`config.mk`:
```
export PLATFORM = sky130hd
export DESIGN_NAME = cursor_array_list
export DESIGN_NICKNAME = d
export VERILOG_FILES = /design/src/rtl/cal_pkg.sv /design/src/rtl/cursor_array_list.sv /design/src/rtl/cal_cell.sv /design/src/rtl/cal_chain.sv
export VERILOG_INCLUDE_DIRS = /design/src /design/src/rtl
export SDC_FILE = /design/constraint.sdc
export NUM_CORES = 1
export LEC_CHECK = 0
export ABC_AREA = 1
export BUFFER_PORTS_ARGS = -buffer_cell sky130_fd_sc_hd__buf_2
export CAP_MARGIN = 15
export CORE_MARGIN = 2
export CORE_UTILIZATION = 45
export CTS_CLUSTER_SIZE = 28
export DETAILED_ROUTE_END_ITERATION = 10
export RECOVER_POWER = 50
export SLEW_MARGIN = 20
export SYNTH_ARGS = -nofsm -noshare
export SYNTH_HDL_FRONTEND = slang
export SYNTH_SLANG_ARGS = --single-unit
```
`constraint.sdc`:
```
create_clock -name clock -period 4.43 [get_ports clock]
set_input_delay 0.2215 -clock clock [delete_from_list [all_inputs] [get_ports clock]]
set_output_delay 0.2215 -clock clock [all_outputs]
set_load 0.05 [all_outputs]
```
`src/rtl/cursor_array_list_assert.svh`:
```
// Assertion macros shared by the cursor array list RTL.
// Depends on nothing; include with the bare file name.
`ifndef CURSOR_ARRAY_LIST_ASSERT_SVH
`define CURSOR_ARRAY_LIST_ASSERT_SVH

// Same-cycle implication, checked on every rising clock edge outside reset.
`define CAL_ASSERT_NOW(label, clk, rst, ante, cons) \
   label: assert property (@(posedge clk) disable iff (rst) (ante) |-> (cons)) \
      else $error("cursor_array_list: assertion failed");

// Next-cycle implication, checked on every rising clock edge outside reset.
`define CAL_ASSERT_NEXT(label, clk, rst, ante, cons) \
   label: assert property (@(posedge clk) disable iff (rst) (ante) |=> (cons)) \
      else $error("cursor_array_list: assertion failed");

`endif

```
`src/rtl/cal_pkg.sv`:
```
// Shared types and constants for the cursor array list.
// Used by cal_cell, cal_chain and cursor_array_list; depends on nothing.
`default_nettype none

package cal_pkg;

   localparam int CAPACITY_DEF = 16;

   typedef enum logic [2:0] {
      ACT_INSERT = 3'd0,
      ACT_REMOVE = 3'd1,
      ACT_START  = 3'd2,
      ACT_END    = 3'd3,
      ACT_PREV   = 3'd4,
      ACT_NEXT   = 3'd5,
      ACT_MOVE   = 3'd6,
      ACT_READ   = 3'd7
   } action_type;

   typedef enum logic [1:0] {
      ST_OK    = 2'd0,
      ST_FULL  = 2'd1,
      ST_EMPTY = 2'd2,
      ST_RANGE = 2'd3
   } status_type;

   typedef enum logic {
      CS_IDLE  = 1'b0,
      CS_FETCH = 1'b1
   } ctrl_state_type;

   typedef struct packed {
      action_type         action;
      logic signed [31:0] item_value;
      logic [3:0]         target_position;
   } req_type;

   typedef struct packed {
      logic signed [31:0] value;
      logic [4:0]         list_length;
      logic [3:0]         cursor_position;
      status_type         status;
   } rsp_type;

   // Per-cycle command broadcast to every cell of the chain.
   typedef struct packed {
      logic ins;
      logic rem;
   } cell_cmd_type;

endpackage

`default_nettype wire

```
`src/rtl/cursor_array_list.sv`:
```
// Cursor array list: an ordered list of signed words held in a chain of
// cells, with a cursor and navigation actions.
//
// Usage:
//   - req channel (req_valid / req_stall / req_data) carries one action per
//     transfer (insert, remove, start, end, previous, next, move, read);
//     a transfer happens when req_valid is high and req_stall is low.
//   - rsp channel (rsp_valid / rsp_stall / rsp_data) returns exactly one
//     result per action: value, list length, cursor and status.
//   - At the transfer edge every cell shifts, loads or holds and length and
//     cursor update; in the fetch state the read port at the new cursor then
//     fetches the value, which lands in the output register once it is free.
//     A new action is taken only after the last has left the fetch state.
//   - The output register parts the two sides: a new action is taken while
//     a finished result waits. If the receiver keeps stalling, the second
//     result waits in the fetch step and req_stall stays high until the
//     output register drains.
//   - Synchronous active-high reset empties the list and sets the cursor
//     to 0; cell contents are not cleared and are only read once written.
// Depends on cal_pkg, cal_chain, cal_cell and cursor_array_list_assert.svh.
`default_nettype none

`include "cursor_array_list_assert.svh"

module cursor_array_list #(
   parameter int CAPACITY = cal_pkg::CAPACITY_DEF
) (
   input  wire logic             clock,
   input  wire logic             reset,
   input  wire logic             req_valid,
   output logic                  req_stall,
   input  wire cal_pkg::req_type req_data,
   output logic                  rsp_valid,
   input  wire logic             rsp_stall,
   output cal_pkg::rsp_type      rsp_data
);

   localparam int POS_W = (CAPACITY > 1) ? $clog2(CAPACITY) : 1;
   localparam int LEN_W = $clog2(CAPACITY + 1);
   localparam logic [LEN_W-1:0] LEN_MAX = LEN_W'(CAPACITY);

   // Control state
   cal_pkg::ctrl_state_type state_ff, state_in;
   logic [LEN_W-1:0]        len_ff, len_in;
   logic [POS_W-1:0]        cur_ff, cur_in;
   cal_pkg::status_type     status_ff, status_in;
   logic                    removed_ff, removed_in;
   logic signed [31:0]      removed_value_ff, removed_value_in;

   // Output register
   logic                    rsp_valid_ff, rsp_valid_in;
   cal_pkg::rsp_type        rsp_data_ff, rsp_data_in;

   logic                    accept;
   logic                    load_rsp;
   cal_pkg::cell_cmd_type   cmd;
   logic signed [31:0]      rd_word;
   logic [LEN_W-1:0]        cur_ext;

   assign accept  = req_valid && !req_stall;
   assign cur_ext = LEN_W'(cur_ff);

   // FSM next state
   always_comb begin
      state_in = state_ff;
      unique case (state_ff)
         cal_pkg::CS_IDLE: begin
            if (accept) begin
               state_in = cal_pkg::CS_FETCH;
            end
         end
         cal_pkg::CS_FETCH: begin
            if (load_rsp) begin
               state_in = cal_pkg::CS_IDLE;
            end
         end
         default: state_in = cal_pkg::CS_IDLE;
      endcase
   end

   // FSM outputs: take a transfer only in idle, drain fetch into a free
   // (or freeing) output register.
   always_comb begin
      req_stall = 1'b1;
      load_rsp  = 1'b0;
      unique case (state_ff)
         cal_pkg::CS_IDLE:  req_stall = 1'b0;
         cal_pkg::CS_FETCH: load_rsp  = !rsp_valid_ff || !rsp_stall;
         default: begin
            req_stall = 1'b1;
            load_rsp  = 1'b0;
         end
      endcase
   end

   // List control: new length, cursor, status and the cell command.
   always_comb begin
      len_in           = len_ff;
      cur_in           = cur_ff;
      status_in        = status_ff;
      removed_in       = removed_ff;
      removed_value_in = removed_value_ff;
      cmd              = '0;
      if (accept) begin
         status_in  = cal_pkg::ST_OK;
         removed_in = 1'b0;
         case (req_data.action)
            cal_pkg::ACT_INSERT: begin
               if (len_ff == LEN_MAX) begin
                  status_in = cal_pkg::ST_FULL;
               end else begin
                  cmd.ins = 1'b1;
                  len_in  = len_ff + 1'b1;
               end
            end
            cal_pkg::ACT_REMOVE: begin
               if (len_ff == '0) begin
                  status_in = cal_pkg::ST_EMPTY;
               end else begin
                  // Capture the word leaving the list before the shift.
                  cmd.rem          = 1'b1;
                  removed_in       = 1'b1;
                  removed_value_in = rd_word;
                  len_in           = len_ff - 1'b1;
                  // Step back when the last entry went away.
                  if ((cur_ext == len_ff - 1'b1) && (cur_ff != '0)) begin
                     cur_in = cur_ff - 1'b1;
                  end
               end
            end
            cal_pkg::ACT_MOVE: begin
               if (32'(req_data.target_position) < 32'(len_ff)) begin
                  cur_in = POS_W'(req_data.target_position);
               end else begin
                  status_in = cal_pkg::ST_RANGE;
               end
            end
            default: begin
               if (len_ff == '0) begin
                  status_in = cal_pkg::ST_EMPTY;
                  cur_in    = '0;
               end else begin
                  case (req_data.action)
                     cal_pkg::ACT_START: cur_in = '0;
                     cal_pkg::ACT_END:   cur_in = POS_W'(len_ff - 1'b1);
                     cal_pkg::ACT_PREV: begin
                        if (cur_ff != '0) begin
                           cur_in = cur_ff - 1'b1;
                        end
                     end
                     cal_pkg::ACT_NEXT: begin
                        if (cur_ext + 1'b1 < len_ff) begin
                           cur_in = cur_ff + 1'b1;
                        end
                     end
                     default: cur_in = cur_ff;
                  endcase
               end
            end
         endcase
      end
   end

   cal_chain #(
      .CAPACITY (CAPACITY),
      .POS_W    (POS_W)
   ) u_chain (
      .clock   (clock),
      .cmd     (cmd),
      .cursor  (cur_ff),
      .item    (req_data.item_value),
      .rd_word (rd_word)
   );

   // Result assembly: removed word for remove, otherwise the word now at
   // the cursor, zero on an empty list.
   always_comb begin
      rsp_valid_in = rsp_valid_ff;
      rsp_data_in  = rsp_data_ff;
      if (load_rsp) begin
         rsp_valid_in                = 1'b1;
         rsp_data_in.list_length     = 5'(len_ff);
         rsp_data_in.cursor_position = 4'(cur_ff);
         rsp_data_in.status          = status_ff;
         if (removed_ff) begin
            rsp_data_in.value = removed_value_ff;
         end else if (len_ff == '0) begin
            rsp_data_in.value = '0;
         end else begin
            rsp_data_in.value = rd_word;
         end
      end else if (!rsp_stall) begin
         // Drop the result once it has been taken.
         rsp_valid_in = 1'b0;
      end
   end

   always_ff @(posedge clock) begin
      if (reset) begin
         state_ff     <= cal_pkg::CS_IDLE;
         len_ff       <= '0;
         cur_ff       <= '0;
         rsp_valid_ff <= 1'b0;
      end else begin
         state_ff     <= state_in;
         len_ff       <= len_in;
         cur_ff       <= cur_in;
         rsp_valid_ff <= rsp_valid_in;
      end
   end

   always_ff @(posedge clock) begin
      status_ff        <= status_in;
      removed_ff       <= removed_in;
      removed_value_ff <= removed_value_in;
      rsp_data_ff      <= rsp_data_in;
   end

   assign rsp_valid = rsp_valid_ff;
   assign rsp_data  = rsp_data_ff;

   // Cursor always names a stored entry, or is 0 on an empty list.
   `CAL_ASSERT_NOW(a_cursor_in_list, clock, reset, len_ff != '0, cur_ext < len_ff)
   `CAL_ASSERT_NOW(a_cursor_zero_empty, clock, reset, len_ff == '0, cur_ff == '0)
   `CAL_ASSERT_NOW(a_length_bound, clock, reset, 1'b1, len_ff <= LEN_MAX)
   // Length and cursor move only on an accepted transfer.
   `CAL_ASSERT_NEXT(a_hold_when_idle, clock, reset, !accept, $stable(len_ff) && $stable(cur_ff))
   // A drained fetch always leaves a valid result in the output register.
   `CAL_ASSERT_NEXT(a_fetch_loads_rsp, clock, reset, load_rsp, rsp_valid_ff)

endmodule

`default_nettype wire

```
`src/rtl/cal_cell.sv`:
```
// One storage cell of the list chain: holds a word, loads the new item,
// or takes the word of its left or right neighbor. Depends on cal_pkg.
`default_nettype none

module cal_cell #(
   parameter int POS_W = 4,
   parameter int IDX   = 0
) (
   input  wire logic                  clock,
   input  wire cal_pkg::cell_cmd_type cmd,
   input  wire logic [POS_W-1:0]      cursor,
   input  wire logic signed [31:0]    item,
   input  wire logic signed [31:0]    left_word,
   input  wire logic signed [31:0]    right_word,
   output logic signed [31:0]         word
);

   localparam logic [POS_W-1:0] MY_POS = POS_W'(IDX);

   logic signed [31:0] word_ff;
   logic signed [31:0] word_in;

   always_comb begin
      word_in = word_ff;
      if (cmd.ins) begin
         if (MY_POS == cursor) begin
            word_in = item;
         end else if (MY_POS > cursor) begin
            word_in = left_word;
         end
      end else if (cmd.rem) begin
         if (MY_POS >= cursor) begin
            word_in = right_word;
         end
      end
   end

   always_ff @(posedge clock) begin
      word_ff <= word_in;
   end

   assign word = word_ff;

endmodule

`default_nettype wire

```
`src/rtl/cal_chain.sv`:
```
// Row of cal_cell instances linked to their neighbors, plus the single
// read port at the cursor. Depends on cal_pkg and cal_cell.
`default_nettype none

module cal_chain #(
   parameter int CAPACITY = cal_pkg::CAPACITY_DEF,
   parameter int POS_W    = 4
) (
   input  wire logic                  clock,
   input  wire cal_pkg::cell_cmd_type cmd,
   input  wire logic [POS_W-1:0]      cursor,
   input  wire logic signed [31:0]    item,
   output logic signed [31:0]         rd_word
);

   logic signed [31:0] words [CAPACITY];

   for (genvar i = 0; i < CAPACITY; i++) begin : g_cell
      logic signed [31:0] left_w;
      logic signed [31:0] right_w;

      if (i == 0) begin : g_first
         assign left_w = words[i];
      end else begin : g_left
         assign left_w = words[i-1];
      end

      if (i == CAPACITY - 1) begin : g_last
         assign right_w = words[i];
      end else begin : g_right
         assign right_w = words[i+1];
      end

      cal_cell #(
         .POS_W (POS_W),
         .IDX   (i)
      ) u_cell (
         .clock      (clock),
         .cmd        (cmd),
         .cursor     (cursor),
         .item       (item),
         .left_word  (left_w),
         .right_word (right_w),
         .word       (words[i])
      );
   end

   // The cursor always names a stored cell.
   assign rd_word = words[cursor];

endmodule

`default_nettype wire

```
Word-level counts from Yosys, hierarchy flattened
Index checks and enable logic that the tools add are counted.
- $add $sub $neg: 5
- multipliers: 0
- div/mod/pow operators: 0
- magnitude comparators: 33
- equality and inequality tests: 45
- shift-type cells: 0
- mux-type cells: 108
- bitwise operators: 4
- reductions and logical operators: 47
- operator list (cell ; number):
    2-to-1 mux 32 bit ; 80
    binary-select mux 32 bit (select 4 bit) ; 1
    AND reduction 3 bit ; 16
    inequality test 3 x 1 -> 1 bit, second input constant ; 14
    nonzero test 2 bit ; 18
    == test 4 bit, first input constant ; 8
    > comparator 4 bit, first input constant ; 8
    greater-or-equal comparator 4 bit, first input constant ; 7
    2-to-1 mux 4 bit ; 6
    == test 3 x 4 -> 1 bit, first input constant ; 4
    greater-or-equal comparator 3 x 4 -> 1 bit, first input constant ; 4
    > comparator 3 x 4 -> 1 bit, first input constant ; 4
    one-hot mux 4 bit (4 select lines) ; 1
    one-hot mux 4 bit (3 select lines) ; 1
    2-to-1 mux 1 bit ; 11
    2-to-1 mux 5 bit ; 2
    one-hot mux 5 bit (2 select lines) ; 1
    == test 3 bit, second input constant ; 3
    == test 2 x 4 -> 1 bit, first input constant ; 2
    greater-or-equal comparator 1 x 4 -> 1 bit, first input constant ; 2
    greater-or-equal comparator 2 x 4 -> 1 bit, first input constant ; 2
    > comparator 2 x 4 -> 1 bit, first input constant ; 2
    inequality test 2 bit, second input constant ; 4
    AND reduction 8 bit ; 1
    other kinds (32) ; 40
- register bits: 601
- bits in latches: 0
- memory bits (writable): 0
- bits in read-only memories: 0
- input port bits: 43
- output and inout bits: 45
- logic and storage cells: 269
- memories kept: 0

Longest topological paths before layout
- word-level depth: 6
- mapped depth: 19
- depth with buffers taken out: 18

Cells and area by module
From an unflattened synthesis, not the netlist that was laid out.
- cells, all modules: 6426
- area total of the unflattened synthesis: 43251.5 µm²
- modules (own cells, without submodules) (module ; instances ; cells each ; area each (µm²) ; sequential area each (µm²)):
    cal_chain ; 1 ; 1549 ; 6610.1 ; 0.0
    cursor_array_list ; 1 ; 409 ; 4095.2 ; 2562.5
    cal_cell at u_chain.g_cell[4].u_cell ... ; 2 ; 280 ; 2026.9 ; 960.9
    cal_cell at u_chain.g_cell[5].u_cell ... ; 2 ; 279 ; 2024.4 ; 960.9
    cal_cell at u_chain.g_cell[1].u_cell ; 1 ; 279 ; 2132.0 ; 960.9
    cal_cell at u_chain.g_cell[15].u_cell ; 1 ; 277 ; 2057.0 ; 960.9
    cal_cell at u_chain.g_cell[14].u_cell ; 1 ; 280 ; 2040.7 ; 960.9
    cal_cell at u_chain.g_cell[0].u_cell ; 1 ; 278 ; 2038.2 ; 960.9
    cal_cell at u_chain.g_cell[10].u_cell ; 1 ; 280 ; 2029.4 ; 960.9
    cal_cell at u_chain.g_cell[12].u_cell ; 1 ; 279 ; 2028.2 ; 960.9
    cal_cell at u_chain.g_cell[3].u_cell ; 1 ; 278 ; 2025.7 ; 960.9
    cal_cell at u_chain.g_cell[13].u_cell ; 1 ; 281 ; 2021.9 ; 960.9
    cal_cell at u_chain.g_cell[2].u_cell ; 1 ; 279 ; 2019.4 ; 960.9
    cal_cell at u_chain.g_cell[11].u_cell ; 1 ; 280 ; 2018.2 ; 960.9
    +2 rows ; - ; - ; - ; -

Least setup slack after synthesis
Ideal clock, no wire load.
- kind: reg2reg
- start: register len_ff[0]
- end: register u_chain.g_cell[2].u_cell.word_ff[0], enable pin
- library setup time: 0.391 ns
- arrival time: 3.673 ns
- data required time: 4.039 ns
- setup slack: 0.366 ns
- stages on the path, launching flop included: 10
- path buffers: 1
- period minus slack after synthesis: 4.064 ns
- path through: dfxtp_1 > inv_1 > ha_1 > nand3_1 > nand3_2 > buf_4 > nand2_1 > inv_1 > nor2_1 > o21a_1
- longest elaborated chain between the ends: 6
- elaborated cells on any way between the ends: 11
- those cells by class: eq/ne (2); mux (5); reduce/logical (4)
- ends and longest elaborated chain (what ; RTL line ; text):
    from (decl) ; cursor_array_list.sv:44 ; logic [LEN_W-1:0] len_ff, len_in;
    from (signal assigned) ; cursor_array_list.sv:206 ; len_ff <= len_in;
    == test 5 bit / zero test 5 bit (equally long branches) ; cursor_array_list.sv:109, cursor_array_list.sv:117 ;
    2-to-1 mux 1 bit, on equally long branches ; cursor_array_list.sv:109, cursor_array_list.sv:117 ;
    2-to-1 mux 1 bit, on equally long branches ; - ;
    2-to-1 mux 2 bit (*) ; cursor_array_list.sv:104 ; if (accept) begin
    inequality test 3 x 1 -> 1 bit (no source line) / nonzero test 2 bit (equally long branches) ; - ;
    AND reduction 3 bit (no source line) (*) ; - ;
    to (signal assigned) ; cal_cell.sv:39 ; word_ff <= word_in;
    to (decl) ; cal_cell.sv:20 ; logic signed [31:0] word_ff;
Every way passes the cells marked *; elsewhere a longest branch is shown, timed or not.
A chain may end at the register's enable or synchronous reset.

Worst setup path in the final report
- start: register cur_ff[3]
- end: register u_chain.g_cell[9].u_cell.word_ff[11], data pin
- longest elaborated chain between the ends: 3
- ends and longest elaborated chain (what ; RTL line ; text):
    from (decl) ; cursor_array_list.sv:45 ; logic [POS_W-1:0] cur_ff, cur_in;
    from (signal assigned) ; cursor_array_list.sv:207 ; cur_ff <= cur_in;
    == test 4 bit ; cal_cell.sv:26 ; if (MY_POS == cursor) begin
    2-to-1 mux 32 bit ; cal_cell.sv:26 ;
    2-to-1 mux 32 bit ; cal_cell.sv:25 ; if (cmd.ins) begin
    named net u_chain.g_cell[9].u_cell.word_in[11] ; cal_cell.sv:21 ; logic signed [31:0] word_in;
    to (signal assigned) ; cal_cell.sv:39 ;
    to (decl) ; cal_cell.sv:20 ;
The timed path passes the listed nets, and every way through them passes these cells.

==> flow_summary.yaml <==
timing:
  setup_tns_ns: 0
  fin_crit_ns: 4.187
  rsz0062_at_grt: "false"
  worst_slew_pin_slew_ns: 2.682
  max_freq_ghz: 0.2388
  post-route-period-util: 0.9451
  setup_viol: 0
  drv_slew: 442
  slew_headroom: -0.7881
  hold_viol: 0
  fin_skew_ns: 0.01952
place:
  routabilityCongestion: 0.8739
  numPortBuffers: 87
  place_hpwl_um: 73470
floorplan:
  core_area_um2: 75950
  dieArea_um2: 78910
  die_w_um: 280.9
  pin_count: 88
  fp.dieH_um: 280.9
  row_count: 101
  start_util: 0.4543
global_route:
  grt_pass1_wl_um: 180700
  overflow: 0
  grt_pass1_vias: 27700
  grt_usage: 0.3068
  antenna_found_initial: 4
  grt_max_degree: 137
clocking:
  cts_buffer_depth: 3
  cts_resized: 0
  cts_tree: "done"
  path_clk_slew_ns: 0.06
  cts.htree.levels: 3
  postCtsSetupBuffers: 0
  cts_buffers: 70
  clk_latency_ns: 0.62
  root_buffer: "clkbuf_16"
  numClockSinks: 601
final_layout:
  final_cell_mix: "nand2_1, o21ai_0, edfxtp_1"
  area_growth_pct: 9.369
  multi_input_area_um2: 13580
  regArea_um2: 17940
  layout.nets: 4059
  final.fill_count: 7331
  drive_gt1_frac: 0.06589
  final_common_cell: "nand2_1"
worst_setup_path:
  crit_type: "register to register"
  rr_endpoint: "u_chain.g_cell[9].u_cell.word[11]"
  rr_worst_depth: 7
  end_kind: "register"
  worst-path-max-fanout: 38
  crit-reg2reg-launch: "cur_ff[3]"
  critPathRequiredTime_ns: 4.78
  startpoint_type: "register"
  worst_ep_arrival_time_ns: 4.53
  rrSetupSlack_ns: 0.24
synthesis:
  synth-seq-cells: 601
  avgSynthCellArea_um2: 8.414
  ys_types: 39
  yosysTopAreaCell: "edfxtp_1"
  synth_ff_type: "edfxtp_1"
  synth.top_cell.area_share: 0.5134
  yosys-top-cells-area: "edfxtp_1, nand2_1, o21ai_0, o211ai_1, inv_1"
  synthesis.nets: 4158
  async_reset_ff_frac: 0
  yosys_warnings: 0
  synth_area_um2: 34510
  yosysSeqAreaShare: 0.5198
  synth_cells: 4101
  synth-edff-count: 590
power_and_ir_drop:
  switching_share: 0.2913
  peakVddDrop_uv: 278.7
  p_sw_uw: 4238
  sequentialPowerShare: 0.449
  pwr-share-comb: 0.152
  internal_power_uw: 10310
  power.clock.fraction: 0.399
  total_leakage_power_uw: 0.01477
  p_total_uw: 14550
  p_per_area_nw_per_um2: 385.5
drt:
  post-route-drc-count: 0
  vias_per_cell: 6.015
  wl_per_cell_um: 24.11
  routed_wl_um: 122500
  ant_nets: 0
  drtIter0Drc: 4344
  drt-pass1-iter-count: 8
  vias: 30580
run_status:
  violations: "capacitance limit, slew limit"
  outcome: "finished with violations"
flow_run:
  maxCapViolCount: 6
min_path:
  min_path_cells: 5
  min_path_type: "input pin to register"
  hold_start: "req_data[3]"
  holdPathEnd: "cur_ff[3]"
-- final cells by class --
class | count | area share
flip-flops and latches | 601 | 0.4754
multi-input cells | 2752 | 0.3597
clock buffers | 86 | 0.04913
inverters | 393 | 0.03949
well taps | 1030 | 0.03415
repair buffers | 184 | 0.03239
clock inverters | 36 | 0.009648
diodes | 1 | 0.00006631
-- cell usage after synthesis, types with 13 or more instances --
cell type,instances
a21oi_1,201
a22oi_1,32
a31oi_1,111
buf_2,136
buf_4,40
clkbuf_1,162
edfxtp_1,590
ha_1,14
inv_1,378
inv_2,13
nand2_1,946
nand3_1,142
nand4_1,15
nor2_1,239
nor3_1,57
o211ai_1,250
o21ai_0,618
o21ai_1,89
-- power groups by stage --
stage          Clock, uW  Sequential (uW)  Combinational [uW]
2_1_floorplan          0             6720                1220
3_3_place_gp           0             6650                2150
3_5_place_dp           0             6650                2160
4_1_cts             5870             6530                2170
5_1_grt             6070             6550                2350
6_report            5810             6530                2210
-- stage by stage --
stage | hold WS [ns] | utilization | cell area (um2) | instances | setup slack, ns
after floorplan | 0.2906 | - | 34510 | 4101 | 0.3661
after global placement | 0.4019 | 0.4707 | 35750 | 4957 | 0.8716
after detailed placement | 0.4045 | 0.4707 | 35750 | 4957 | 0.7747
after CTS | 0.01744 | 0.5003 | 38000 | 5082 | 0.7505
after global routing | 0.08201 | 0.4969 | 37740 | 5083 | 0.2306
final | 0.04411 | 0.4969 | 37740 | 5083 | 0.2430
-- cells by family after synthesis --
family / count (synthesis) / share of synthesized area
flops: 601 / 0.5198
buf+inv: 748 / 0.09246
fa+ha+maj: 14 / 0.005076
compound gates: 1321 / 0.2177
simple gates: 1412 / 0.1637
xor+xnor: 5 / 0.001269
-- worst max path at each step --
stage	from	endpoint	slack [ns]
3_5_place_dp	len_ff[0]	u_chain.g_cell[2].u_cell.word[21]	0.77
5_1_grt	cur_ff[0]	rsp_data[33]	0.23
3_3_place_gp	len_ff[0]	u_chain.g_cell[2].u_cell.word[25]	0.87
4_1_cts	len_ff[0]	u_chain.g_cell[2].u_cell.word[20]	0.75
6_report	cur_ff[3]	u_chain.g_cell[9].u_cell.word[11]	0.24
2_1_floorplan	len_ff[0]	u_chain.g_cell[2].u_cell.word[0]	0.37
-- sequential cells by signal (all words and copies together), names as in the netlist --
signal	flops
removed_ff	1
u_chain.g_cell.u_cell.word	512
state_ff	1
status_ff	2
rsp_data	43
cur_ff	4
len_ff	5
removed_value_ff	32
rsp_valid	1
-- repair_timing --
item	in CTS	in global routing
hold buffers	3	0
setup endpoints to repair	0	0
endpoints found under the hold margin	11	0
-- layer usage --
layer	up-vias	global-route usage	share of wire
met1	14400	0.4273	0.41
met2	1810	0.4807	0.45
met5	-	0	0.00016
met4	2	0.1024	0.034
li1	14100	-	-
met3	264	0.05761	0.11
-- critical path, stage by stage (launching register included) --
cell      delay, ns
dfxtp_1        0.80
clkbuf_2       0.42
nand2_1        0.33
inv_2          0.23
nand2_1        0.65
clkbuf_2       0.84
o211ai_1       0.43
o21ai_0        0.16
Note: power is estimated with default switching activity, not from simulation.
